<file path="config.mk">
export PLATFORM = sky130hd
export DESIGN_NAME = spectrum_peak_magnitude
export DESIGN_NICKNAME = d
export VERILOG_FILES = /design/src/sv/spm_pkg.sv /design/src/sv/spm_front.sv /design/src/sv/spm_queue.sv /design/src/sv/spm_back.sv /design/src/sv/spectrum_peak_magnitude.sv
export SDC_FILE = /design/constraint.sdc
export NUM_CORES = 2
export LEC_CHECK = 0
export ABC_CLOCK_PERIOD_IN_PS = 11250
export BUFFER_PORTS_ARGS = -buffer_cell sky130_fd_sc_hd__buf_2
export CELL_PAD_IN_SITES_DETAIL_PLACEMENT = 1
export CELL_PAD_IN_SITES_GLOBAL_PLACEMENT = 2
export CORE_MARGIN = 8
export CORE_UTILIZATION = 43
export CTS_BUF_LIST = sky130_fd_sc_hd__clkbuf_8
export CTS_CLUSTER_DIAMETER = 200
export CTS_CLUSTER_SIZE = 20
export DETAILED_ROUTE_END_ITERATION = 8
export GPL_TIMING_DRIVEN = 0
export PLACE_DENSITY = 0.88
export SETUP_SLACK_MARGIN = 0.5
export SLEW_MARGIN = 20
export SYNTH_ARGS = -nofsm -noshare
export SYNTH_HDL_FRONTEND = slang
export SYNTH_SLANG_ARGS = --single-unit
</file>
<file path="constraint.sdc">
create_clock -name clk -period 11.25 [get_ports clk]
set_input_delay 2.25 -clock clk [delete_from_list [all_inputs] [get_ports clk]]
set_output_delay 2.25 -clock clk [all_outputs]
set_load 0.02 [all_outputs]
</file>
<file path="src/sv/spm_pkg.sv">
// shared types and constants for the spectrum peak magnitude block
package spm_pkg;

  localparam int TAG_W       = 12;
  localparam int CFG_W       = 4;
  localparam int FRAC_BITS   = 8;
  localparam int PADDR_W     = 3;
  localparam int PDATA_W     = 32;
  localparam int QUEUE_DEPTH = 2;
  localparam int LEVEL_W     = $clog2(QUEUE_DEPTH + 1);
  localparam int PTR_W       = $clog2(QUEUE_DEPTH);

  localparam logic [CFG_W-1:0] LOG2_BINS_RESET = CFG_W'(10);
  localparam logic             REG_LOG2_BINS   = 1'b0;

  typedef struct packed {
    logic               empty;
    logic [LEVEL_W-1:0] level;
  } queue_stat_t;

  typedef enum logic [1:0] {
    BK_IDLE,
    BK_CALC,
    BK_WRITE
  } back_state_t;

endpackage

</file>
<file path="src/sv/spm_front.sv">
// front end: bin power, running frame maximum and frame counting
module spm_front #(
  parameter int SAMPLE_BITS   = 16,
  parameter int MAX_LOG2_BINS = 12,
  localparam int LB_W         = $clog2(MAX_LOG2_BINS + 1),
  localparam int PW           = 2 * SAMPLE_BITS
) (
  input  logic                          clk,
  input  logic                          rst,
  input  logic                          in_valid,
  output logic                          in_stall,
  input  logic signed [SAMPLE_BITS-1:0] bin_real,
  input  logic signed [SAMPLE_BITS-1:0] bin_imag,
  input  logic [spm_pkg::TAG_W-1:0]     range_bin,
  input  logic [LB_W-1:0]               lb_sat,
  input  spm_pkg::queue_stat_t          q_stat,
  output logic                          push,
  output logic [PW-1:0]                 push_power,
  output logic [LB_W-1:0]               push_lb,
  output logic [spm_pkg::TAG_W-1:0]     push_tag
);
  import spm_pkg::*;

  localparam int CNT_W = MAX_LOG2_BINS;
  localparam logic [LB_W-1:0] MAX_LB = LB_W'(MAX_LOG2_BINS);

  logic [SAMPLE_BITS-1:0] re_mag;
  logic [SAMPLE_BITS-1:0] im_mag;
  logic [CNT_W-1:0]       last;
  logic [CNT_W-1:0]       cnt;
  logic                   accept;
  logic                   close;
  logic                   s1_valid;
  logic                   s1_close;
  logic [PW-1:0]          s1_sq_re;
  logic [PW-1:0]          s1_sq_im;
  logic [TAG_W-1:0]       s1_tag;
  logic [LB_W-1:0]        s1_lb;
  logic [PW-1:0]          power;
  logic [PW-1:0]          run_max;
  logic [PW-1:0]          max_next;
  logic [LEVEL_W:0]       credit_used;

  assign re_mag = bin_real[SAMPLE_BITS-1] ? $unsigned(~bin_real + 1'b1) : $unsigned(bin_real);
  assign im_mag = bin_imag[SAMPLE_BITS-1] ? $unsigned(~bin_imag + 1'b1) : $unsigned(bin_imag);

  assign last   = {CNT_W{1'b1}} >> (MAX_LB - lb_sat);
  assign close  = cnt >= last;
  assign accept = in_valid && !in_stall;

  // reserve queue room for a frame result still in flight
  assign credit_used = (LEVEL_W + 1)'(q_stat.level) + (LEVEL_W + 1)'(s1_valid && s1_close);
  assign in_stall    = credit_used >= (LEVEL_W + 1)'(QUEUE_DEPTH);

  assign power    = s1_sq_re + s1_sq_im;
  assign max_next = (power > run_max) ? power : run_max;

  assign push       = s1_valid && s1_close;
  assign push_power = max_next;
  assign push_lb    = s1_lb;
  assign push_tag   = s1_tag;

  always_ff @(posedge clk) begin
    if (rst) begin
      s1_valid <= 1'b0;
      cnt      <= '0;
    end else begin
      s1_valid <= accept;
      if (accept) begin
        cnt <= close ? '0 : cnt + 1'b1;
      end
    end
  end

  always_ff @(posedge clk) begin
    if (accept) begin
      s1_sq_re <= PW'(re_mag) * PW'(re_mag);
      s1_sq_im <= PW'(im_mag) * PW'(im_mag);
      s1_close <= close;
      s1_tag   <= range_bin;
      s1_lb    <= lb_sat;
    end
  end

  always_ff @(posedge clk) begin
    if (rst) begin
      run_max <= '0;
    end else if (s1_valid) begin
      run_max <= s1_close ? '0 : max_next;
    end
  end

  a_clear_after_close: assert property (@(posedge clk) disable iff (rst)
    push |=> run_max == '0)
    else $error("running maximum not cleared after frame close");

  a_max_grows: assert property (@(posedge clk) disable iff (rst)
    s1_valid && !s1_close |=> run_max >= $past(run_max))
    else $error("running maximum decreased inside a frame");

endmodule

</file>
<file path="src/sv/spm_queue.sv">
// two-entry queue of frame results between front and back
module spm_queue #(
  parameter int DATA_W = 48
) (
  input  logic                 clk,
  input  logic                 rst,
  input  logic                 push,
  input  logic [DATA_W-1:0]    push_data,
  input  logic                 pop,
  output logic [DATA_W-1:0]    pop_data,
  output spm_pkg::queue_stat_t stat
);
  import spm_pkg::*;

  logic [DATA_W-1:0]  entries [QUEUE_DEPTH];
  logic [PTR_W-1:0]   wr_ptr;
  logic [PTR_W-1:0]   rd_ptr;
  logic [LEVEL_W-1:0] level;

  assign pop_data   = entries[rd_ptr];
  assign stat.level = level;
  assign stat.empty = level == '0;

  always_ff @(posedge clk) begin
    if (rst) begin
      wr_ptr <= '0;
      rd_ptr <= '0;
      level  <= '0;
    end else begin
      if (push) begin
        wr_ptr <= wr_ptr + 1'b1;
      end
      if (pop) begin
        rd_ptr <= rd_ptr + 1'b1;
      end
      if (push && !pop) begin
        level <= level + 1'b1;
      end else if (pop && !push) begin
        level <= level - 1'b1;
      end
    end
  end

  always_ff @(posedge clk) begin
    if (push) begin
      entries[wr_ptr] <= push_data;
    end
  end

  a_no_overflow: assert property (@(posedge clk) disable iff (rst)
    level == LEVEL_W'(QUEUE_DEPTH) |-> !push)
    else $error("push into full queue");

  a_no_underflow: assert property (@(posedge clk) disable iff (rst)
    level == '0 |-> !pop)
    else $error("pop from empty queue");

endmodule

</file>
<file path="src/sv/spm_back.sv">
// back end: bit-serial square root, normalizing shift and output register
module spm_back #(
  parameter int SAMPLE_BITS   = 16,
  parameter int MAX_LOG2_BINS = 12,
  localparam int LB_W         = $clog2(MAX_LOG2_BINS + 1),
  localparam int PW           = 2 * SAMPLE_BITS,
  localparam int RW           = SAMPLE_BITS + spm_pkg::FRAC_BITS
) (
  input  logic                      clk,
  input  logic                      rst,
  input  spm_pkg::queue_stat_t      q_stat,
  input  logic [PW-1:0]             q_power,
  input  logic [LB_W-1:0]           q_lb,
  input  logic [spm_pkg::TAG_W-1:0] q_tag,
  output logic                      pop,
  output logic                      out_valid,
  input  logic                      out_stall,
  output logic [RW-1:0]             peak_magnitude,
  output logic [spm_pkg::TAG_W-1:0] range_bin_out
);
  import spm_pkg::*;

  localparam int XW     = 2 * RW;
  localparam int STEP_W = $clog2(RW);

  back_state_t       state;
  back_state_t       state_next;
  logic              load_out;
  logic [XW-1:0]     rad;
  logic [RW:0]       rem;
  logic [RW-1:0]     root;
  logic [STEP_W-1:0] step;
  logic [LB_W-1:0]   lb;
  logic [TAG_W-1:0]  tag;
  logic [RW+2:0]     rem_shift;
  logic [RW+2:0]     trial;
  logic              fits;

  assign rem_shift = {rem, rad[XW-1:XW-2]};
  assign trial     = (RW + 3)'({root, 2'b01});
  assign fits      = rem_shift >= trial;

  always_ff @(posedge clk) begin
    if (rst) begin
      state <= BK_IDLE;
    end else begin
      state <= state_next;
    end
  end

  always_comb begin
    state_next = state;
    pop        = 1'b0;
    load_out   = 1'b0;
    case (state)
      BK_IDLE: begin
        if (!q_stat.empty) begin
          pop        = 1'b1;
          state_next = BK_CALC;
        end
      end
      BK_CALC: begin
        if (step == '0) begin
          state_next = BK_WRITE;
        end
      end
      BK_WRITE: begin
        if (!out_valid || !out_stall) begin
          load_out   = 1'b1;
          state_next = BK_IDLE;
        end
      end
      default: begin
        state_next = BK_IDLE;
      end
    endcase
  end

  always_ff @(posedge clk) begin
    if (pop) begin
      rad  <= {q_power, {(2 * FRAC_BITS){1'b0}}};
      rem  <= '0;
      root <= '0;
      step <= STEP_W'(RW - 1);
      lb   <= q_lb;
      tag  <= q_tag;
    end else if (state == BK_CALC) begin
      rad  <= {rad[XW-3:0], 2'b00};
      rem  <= fits ? (RW + 1)'(rem_shift - trial) : (RW + 1)'(rem_shift);
      root <= {root[RW-2:0], fits};
      step <= step - 1'b1;
    end
  end

  always_ff @(posedge clk) begin
    if (rst) begin
      out_valid <= 1'b0;
    end else if (load_out) begin
      out_valid <= 1'b1;
    end else if (!out_stall) begin
      out_valid <= 1'b0;
    end
  end

  always_ff @(posedge clk) begin
    if (load_out) begin
      peak_magnitude <= root >> lb;
      range_bin_out  <= tag;
    end
  end

  a_pop_starts_calc: assert property (@(posedge clk) disable iff (rst)
    pop |=> state == BK_CALC)
    else $error("queue pop did not start the square root");

  a_write_shows_word: assert property (@(posedge clk) disable iff (rst)
    state == BK_WRITE && !out_stall |=> out_valid)
    else $error("finished result not presented");

endmodule

</file>
<file path="src/sv/spectrum_peak_magnitude.sv">
// top level: spectrum peak magnitude detector with register port
// One bin word is taken per clock while the two-entry result queue has room. The result of
// the bin that closes a frame passes through the front stage into the queue, is popped to load
// the square root unit, which resolves one root bit per clock, and leaves through the output
// register. The square root unit takes one frame result at a time, so frames at least as long
// in bins as one square root pass keep input at one bin per clock while out_stall stays low;
// shorter frames are paced by the square root unit and input is stalled once two frame results
// wait in the queue or in the front stage. log2_bins above MAX_LOG2_BINS is treated as
// MAX_LOG2_BINS. No clearing pass follows reset.
module spectrum_peak_magnitude #(
  parameter int SAMPLE_BITS   = 16,
  parameter int MAX_LOG2_BINS = 12
) (
  input  logic                                        clk,
  input  logic                                        rst,
  input  logic                                        psel,
  input  logic                                        penable,
  input  logic                                        pwrite,
  input  logic [spm_pkg::PADDR_W-1:0]                 paddr,
  input  logic [spm_pkg::PDATA_W-1:0]                 pwdata,
  output logic [spm_pkg::PDATA_W-1:0]                 prdata,
  output logic                                        pready,
  input  logic                                        in_valid,
  output logic                                        in_stall,
  input  logic signed [SAMPLE_BITS-1:0]               bin_real,
  input  logic signed [SAMPLE_BITS-1:0]               bin_imag,
  input  logic [spm_pkg::TAG_W-1:0]                   range_bin,
  output logic                                        out_valid,
  input  logic                                        out_stall,
  output logic [SAMPLE_BITS+spm_pkg::FRAC_BITS-1:0]   peak_magnitude,
  output logic [spm_pkg::TAG_W-1:0]                   range_bin_out
);
  import spm_pkg::*;

  localparam int LB_W   = $clog2(MAX_LOG2_BINS + 1);
  localparam int PW     = 2 * SAMPLE_BITS;
  localparam int DATA_W = LB_W + TAG_W + PW;
  localparam logic [LB_W-1:0] MAX_LB = LB_W'(MAX_LOG2_BINS);

  logic [CFG_W-1:0]  log2_bins;
  logic [LB_W-1:0]   lb_sat;
  queue_stat_t       q_stat;
  logic              push;
  logic [PW-1:0]     push_power;
  logic [LB_W-1:0]   push_lb;
  logic [TAG_W-1:0]  push_tag;
  logic              pop;
  logic [DATA_W-1:0] pop_data;

  assign pready = 1'b1;
  assign prdata = (paddr[2] == REG_LOG2_BINS) ? PDATA_W'(log2_bins) : '0;

  always_ff @(posedge clk) begin
    if (rst) begin
      log2_bins <= LOG2_BINS_RESET;
    end else if (psel && penable && pwrite && pready && paddr[2] == REG_LOG2_BINS) begin
      log2_bins <= pwdata[CFG_W-1:0];
    end
  end

  always_comb begin
    if (int'(log2_bins) > MAX_LOG2_BINS) begin
      lb_sat = MAX_LB;
    end else begin
      lb_sat = LB_W'(log2_bins);
    end
  end

  spm_front #(
    .SAMPLE_BITS   (SAMPLE_BITS),
    .MAX_LOG2_BINS (MAX_LOG2_BINS)
  ) u_front (
    .clk        (clk),
    .rst        (rst),
    .in_valid   (in_valid),
    .in_stall   (in_stall),
    .bin_real   (bin_real),
    .bin_imag   (bin_imag),
    .range_bin  (range_bin),
    .lb_sat     (lb_sat),
    .q_stat     (q_stat),
    .push       (push),
    .push_power (push_power),
    .push_lb    (push_lb),
    .push_tag   (push_tag)
  );

  spm_queue #(
    .DATA_W (DATA_W)
  ) u_queue (
    .clk       (clk),
    .rst       (rst),
    .push      (push),
    .push_data ({push_lb, push_tag, push_power}),
    .pop       (pop),
    .pop_data  (pop_data),
    .stat      (q_stat)
  );

  spm_back #(
    .SAMPLE_BITS   (SAMPLE_BITS),
    .MAX_LOG2_BINS (MAX_LOG2_BINS)
  ) u_back (
    .clk            (clk),
    .rst            (rst),
    .q_stat         (q_stat),
    .q_power        (pop_data[PW-1:0]),
    .q_lb           (pop_data[DATA_W-1:PW+TAG_W]),
    .q_tag          (pop_data[PW+TAG_W-1:PW]),
    .pop            (pop),
    .out_valid      (out_valid),
    .out_stall      (out_stall),
    .peak_magnitude (peak_magnitude),
    .range_bin_out  (range_bin_out)
  );

endmodule

</file>
==> reports/metrics.yaml <==
timing:
  finalSetupViolations: 0
  fin_crit_sh_pct: 91.08
  relSlewSlack_pct: 27.04
  drv_slew: 0
  finalHoldViolations: 0
  period_minus_slack_ns: 10.25
  tightest_slew_ns: 1.087
  timing.fmax_ghz: 0.09759
  rsz0062_at_grt: "true"
  finClkSkew_ns: 0.05183
final_layout:
  final_cells: 4412
  area_delta_synth_final_pct: 7.987
  num-nets-final: 4133
  utilization_pct: 46.55
  final_cell_area_um2: 35120
  drive_gt1_share_pct: 7.576
clock_network:
  clk_pin_slew_ns: 0.13
  cts_tree: "built"
  htreeDepth: 1
  cts_root_buffer: "clkbuf_8"
  cts.sinks: 370
  clockBufferDepth: 3
  clock_latency_ns: 0.64
  cts_made_buffers: 22
worst_setup_path:
  critPathTopFamily: "adder cells"
  cpMostUsedCell: "fa_1"
  rr_startpoint: "u_front.s1_sq_re[2]"
  reg2reg_setup_slack_ns: 4.88
  critPathCaptureType: "flop"
  required_ns: 11.66
  cp.arrival_ns: 10.66
  r2r_cells: 18
  slowest_delay_ns: 0.72
  path_class: "in2reg"
  cp.buffers_inverters: 7
  r2r-end: "u_queue.entries[0][16]"
  startpoint_type: "input port"
  cp_max_fo: 9
  slowest_stage: "xor2_1"
route:
  ant_nets: 0
  drcViolationCount: 0
  drt-total-wl_um: 82200
  dr_total_vias: 23210
  via_per_inst: 5.262
  routedWlPerCell_um: 18.63
  dr.pass1.iters: 5
  first_iter_violations: 881
floorplan:
  num_rows: 101
  die_h_um: 291.0
  core_area_um2: 75440
  die_w_um: 291.0
  dieArea_um2: 84690
  start_util_pct: 43.11
  num_io_pins: 157
logic_synthesis:
  yosys_warnings: 0
  synthFlopType: "edfxtp_1"
  ys_ff_latch: 370
  synth.distinct_cells: 81
  synthesis.area_um2: 32520
  synth_edf_count: 259
  avgSynthCellArea_um2: 10.05
  syn_inst: 3237
  ys_seq_area_share_pct: 30.75
  synthArstFlopShare_pct: 0
placed_design:
  place_congestion: 0.8576
  dpl-instance-area_um2: 34600
  portBuffers: 95
  dp.cells: 4365
  hpwl_um: 67680
status:
  run_status: "completed"
global_routing:
  grt_antenna_before_repair: 1
  grt_pass1_vias: 25880
  grt_overflow: 0
  grt_util_all_layers_pct: 19.44
  grt_max_degree: 68
  grt_pass1_wl_um: 135400
worst_hold_path:
  hp-class: "reg2reg"
  hold_end: "u_back.range_bin_out[3]"
  hp-start: "u_back.tag[3]"
  hold_depth: 0
job:
  maxCapViolCount: 0
through the flow:
| step | setup WS [ns] | hold slack, ns | TNS (ns) |
|---|---|---|---|
| 4_1_cts | 0.4710 | 0.4386 | 0 |
| 3_3_place_gp | -0.4907 | 0.4034 | -2.431 |
| 3_5_place_dp | -0.5145 | 0.4063 | -3.033 |
| 6_report | 1.003 | 0.4357 | 0 |
| 2_1_floorplan | 1.568 | 0.4003 | 0 |
| 5_1_grt | 0.4788 | 0.4432 | 0 |
synthesized netlist by cell type, types with 13 or more instances:
| master | count | area (um2) |
|---|---|---|
| inv_1 | 553 | 2076 |
| fa_1 | 329 | 6586 |
| ha_1 | 301 | 3766 |
| nand2_1 | 295 | 1107 |
| edfxtp_1 | 259 | 7777 |
| nor2_1 | 226 | 848.3 |
| o21ai_0 | 149 | 745.7 |
| a21oi_1 | 128 | 640.6 |
| dfxtp_1 | 111 | 2222 |
| xnor2_1 | 97 | 849.6 |
| clkbuf_1 | 78 | 292.8 |
| a21o_1 | 63 | 473.0 |
| mux2i_1 | 63 | 630.6 |
| xor2_1 | 58 | 508.0 |
| a22o_1 | 33 | 289.0 |
| nand3_1 | 32 | 160.2 |
| o22ai_1 | 30 | 187.7 |
| buf_4 | 29 | 217.7 |
| mux2_2 | 28 | 315.3 |
| nor3_1 | 27 | 135.1 |
| a211oi_1 | 26 | 195.2 |
| nand4_1 | 22 | 137.6 |
| and3_1 | 21 | 131.4 |
| nand2b_1 | 20 | 125.1 |
| nor2b_1 | 16 | 100.1 |
| o21a_1 | 15 | 112.6 |
| o21bai_1 | 15 | 112.6 |
| o211ai_1 | 14 | 105.1 |
| a31oi_1 | 13 | 81.33 |
| clkinv_1 | 13 | 48.80 |
| mux4_2 | 13 | 292.8 |
sequential cells by signal, summed over array words and instances, names as in the netlist, named ones only:
name / cells
u_front.s1_sq_re: 31
u_back.out_valid: 1
u_front.run_max: 32
u_front.s1_sq_im: 31
u_back.peak_magnitude: 24
u_back.rad: 32
log2_bins: 4
u_queue.level: 2
u_queue.entries: 96
u_back.lb: 4
u_front.s1_close: 1
u_back.range_bin_out: 12
u_back.root: 24
u_back.rem: 25
u_front.cnt: 12
u_front.s1_valid: 1
u_front.push_tag: 12
u_back.state: 2
u_queue.rd_ptr: 1
u_queue.wr_ptr: 1
u_front.push_lb: 4
u_back.tag: 12
u_back.step: 5
cell type report:
cell class	count	area, um2
Fill cell	8510	40320
Multi-Input combinational cell	2223	20090
Sequential cell	370	10000
Inverter	572	2160
Tap cell	978	1224
Timing Repair Buffer	107	678.2
Buffer	121	578.1
Clock buffer	22	302.8
Clock inverter	17	83.83
Antenna cell	2	5.005
routing by layer:
| layer | track usage, % | up-vias | wire, um | part of all wire (%) |
|---|---|---|---|---|
| li1 | - | 11060 | - | - |
| met1 | 23.35 | 11760 | 34550 | 42 |
| met2 | 37.14 | 290 | 43440 | 53 |
| met3 | 1.615 | 104 | 2134 | 2.6 |
| met4 | 4.883 | 0 | 2067 | 2.5 |
| met5 | 0 | - | 0 | 0 |
worst max path at each step:
stage | to | startpoint | cells after the start | slack [ns]
3_5_place_dp | u_front.s1_sq_im[30] | bin_imag[0] | 33 | -0.51
5_1_grt | u_front.s1_sq_im[30] | bin_imag[0] | 28 | 0.48
3_3_place_gp | u_front.s1_sq_im[30] | bin_imag[0] | 33 | -0.49
4_1_cts | u_front.s1_sq_im[30] | bin_imag[0] | 33 | 0.47
2_1_floorplan | u_front.s1_sq_im[30] | bin_imag[0] | 32 | 1.57
6_report | u_front.s1_sq_im[31] | bin_imag[5] | 28 | 1.00
cells by family after synthesis:
family                   count (synthesis)  synth area share [%]
XOR/XNOR                               156                 4.224
buffers and inverters                  693                 8.368
adder cells (fa/ha/maj)                630                 31.83
flip-flops                             370                 30.75
other                                    2               0.02309
AND/OR/NAND/NOR                        718                 9.749
AO/OA/AOI/OAI                          564                 11.25
multiplexers                           104                 3.809
what timing repair did:
action,4_1_cts,5_1_grt
pin swaps,0,3
hold buffers,0,0
resized for setup,2,16
gates cloned,0,0
buffers inserted,0,6
setup endpoints to repair,9,15
placed cells by master, fill, tap and decap left out, types with 12 or more instances in the layout:
master	n
inv_1	567
fa_1	329
ha_1	301
nand2_1	295
edfxtp_1	259
nor2_1	225
o21ai_0	148
a21oi_1	127
dfxtp_1	111
buf_2	105
xnor2_1	94
clkbuf_1	75
a21o_1	63
mux2i_1	63
xor2_1	51
conb_1	51
buf_4	35
a22o_1	33
nand3_1	32
o22ai_1	30
mux2_2	28
nor3_1	27
a211oi_1	26
nand4_1	22
clkbuf_8	22
nand2b_1	20
and3_1	20
nor2b_1	16
o21a_1	15
o21bai_1	15
o211ai_1	14
a31oi_1	13
mux4_2	13
and2_1	12
Power is not shown: default switching activity piles up to over one toggle a cycle in this logic, so the estimate is an artifact.
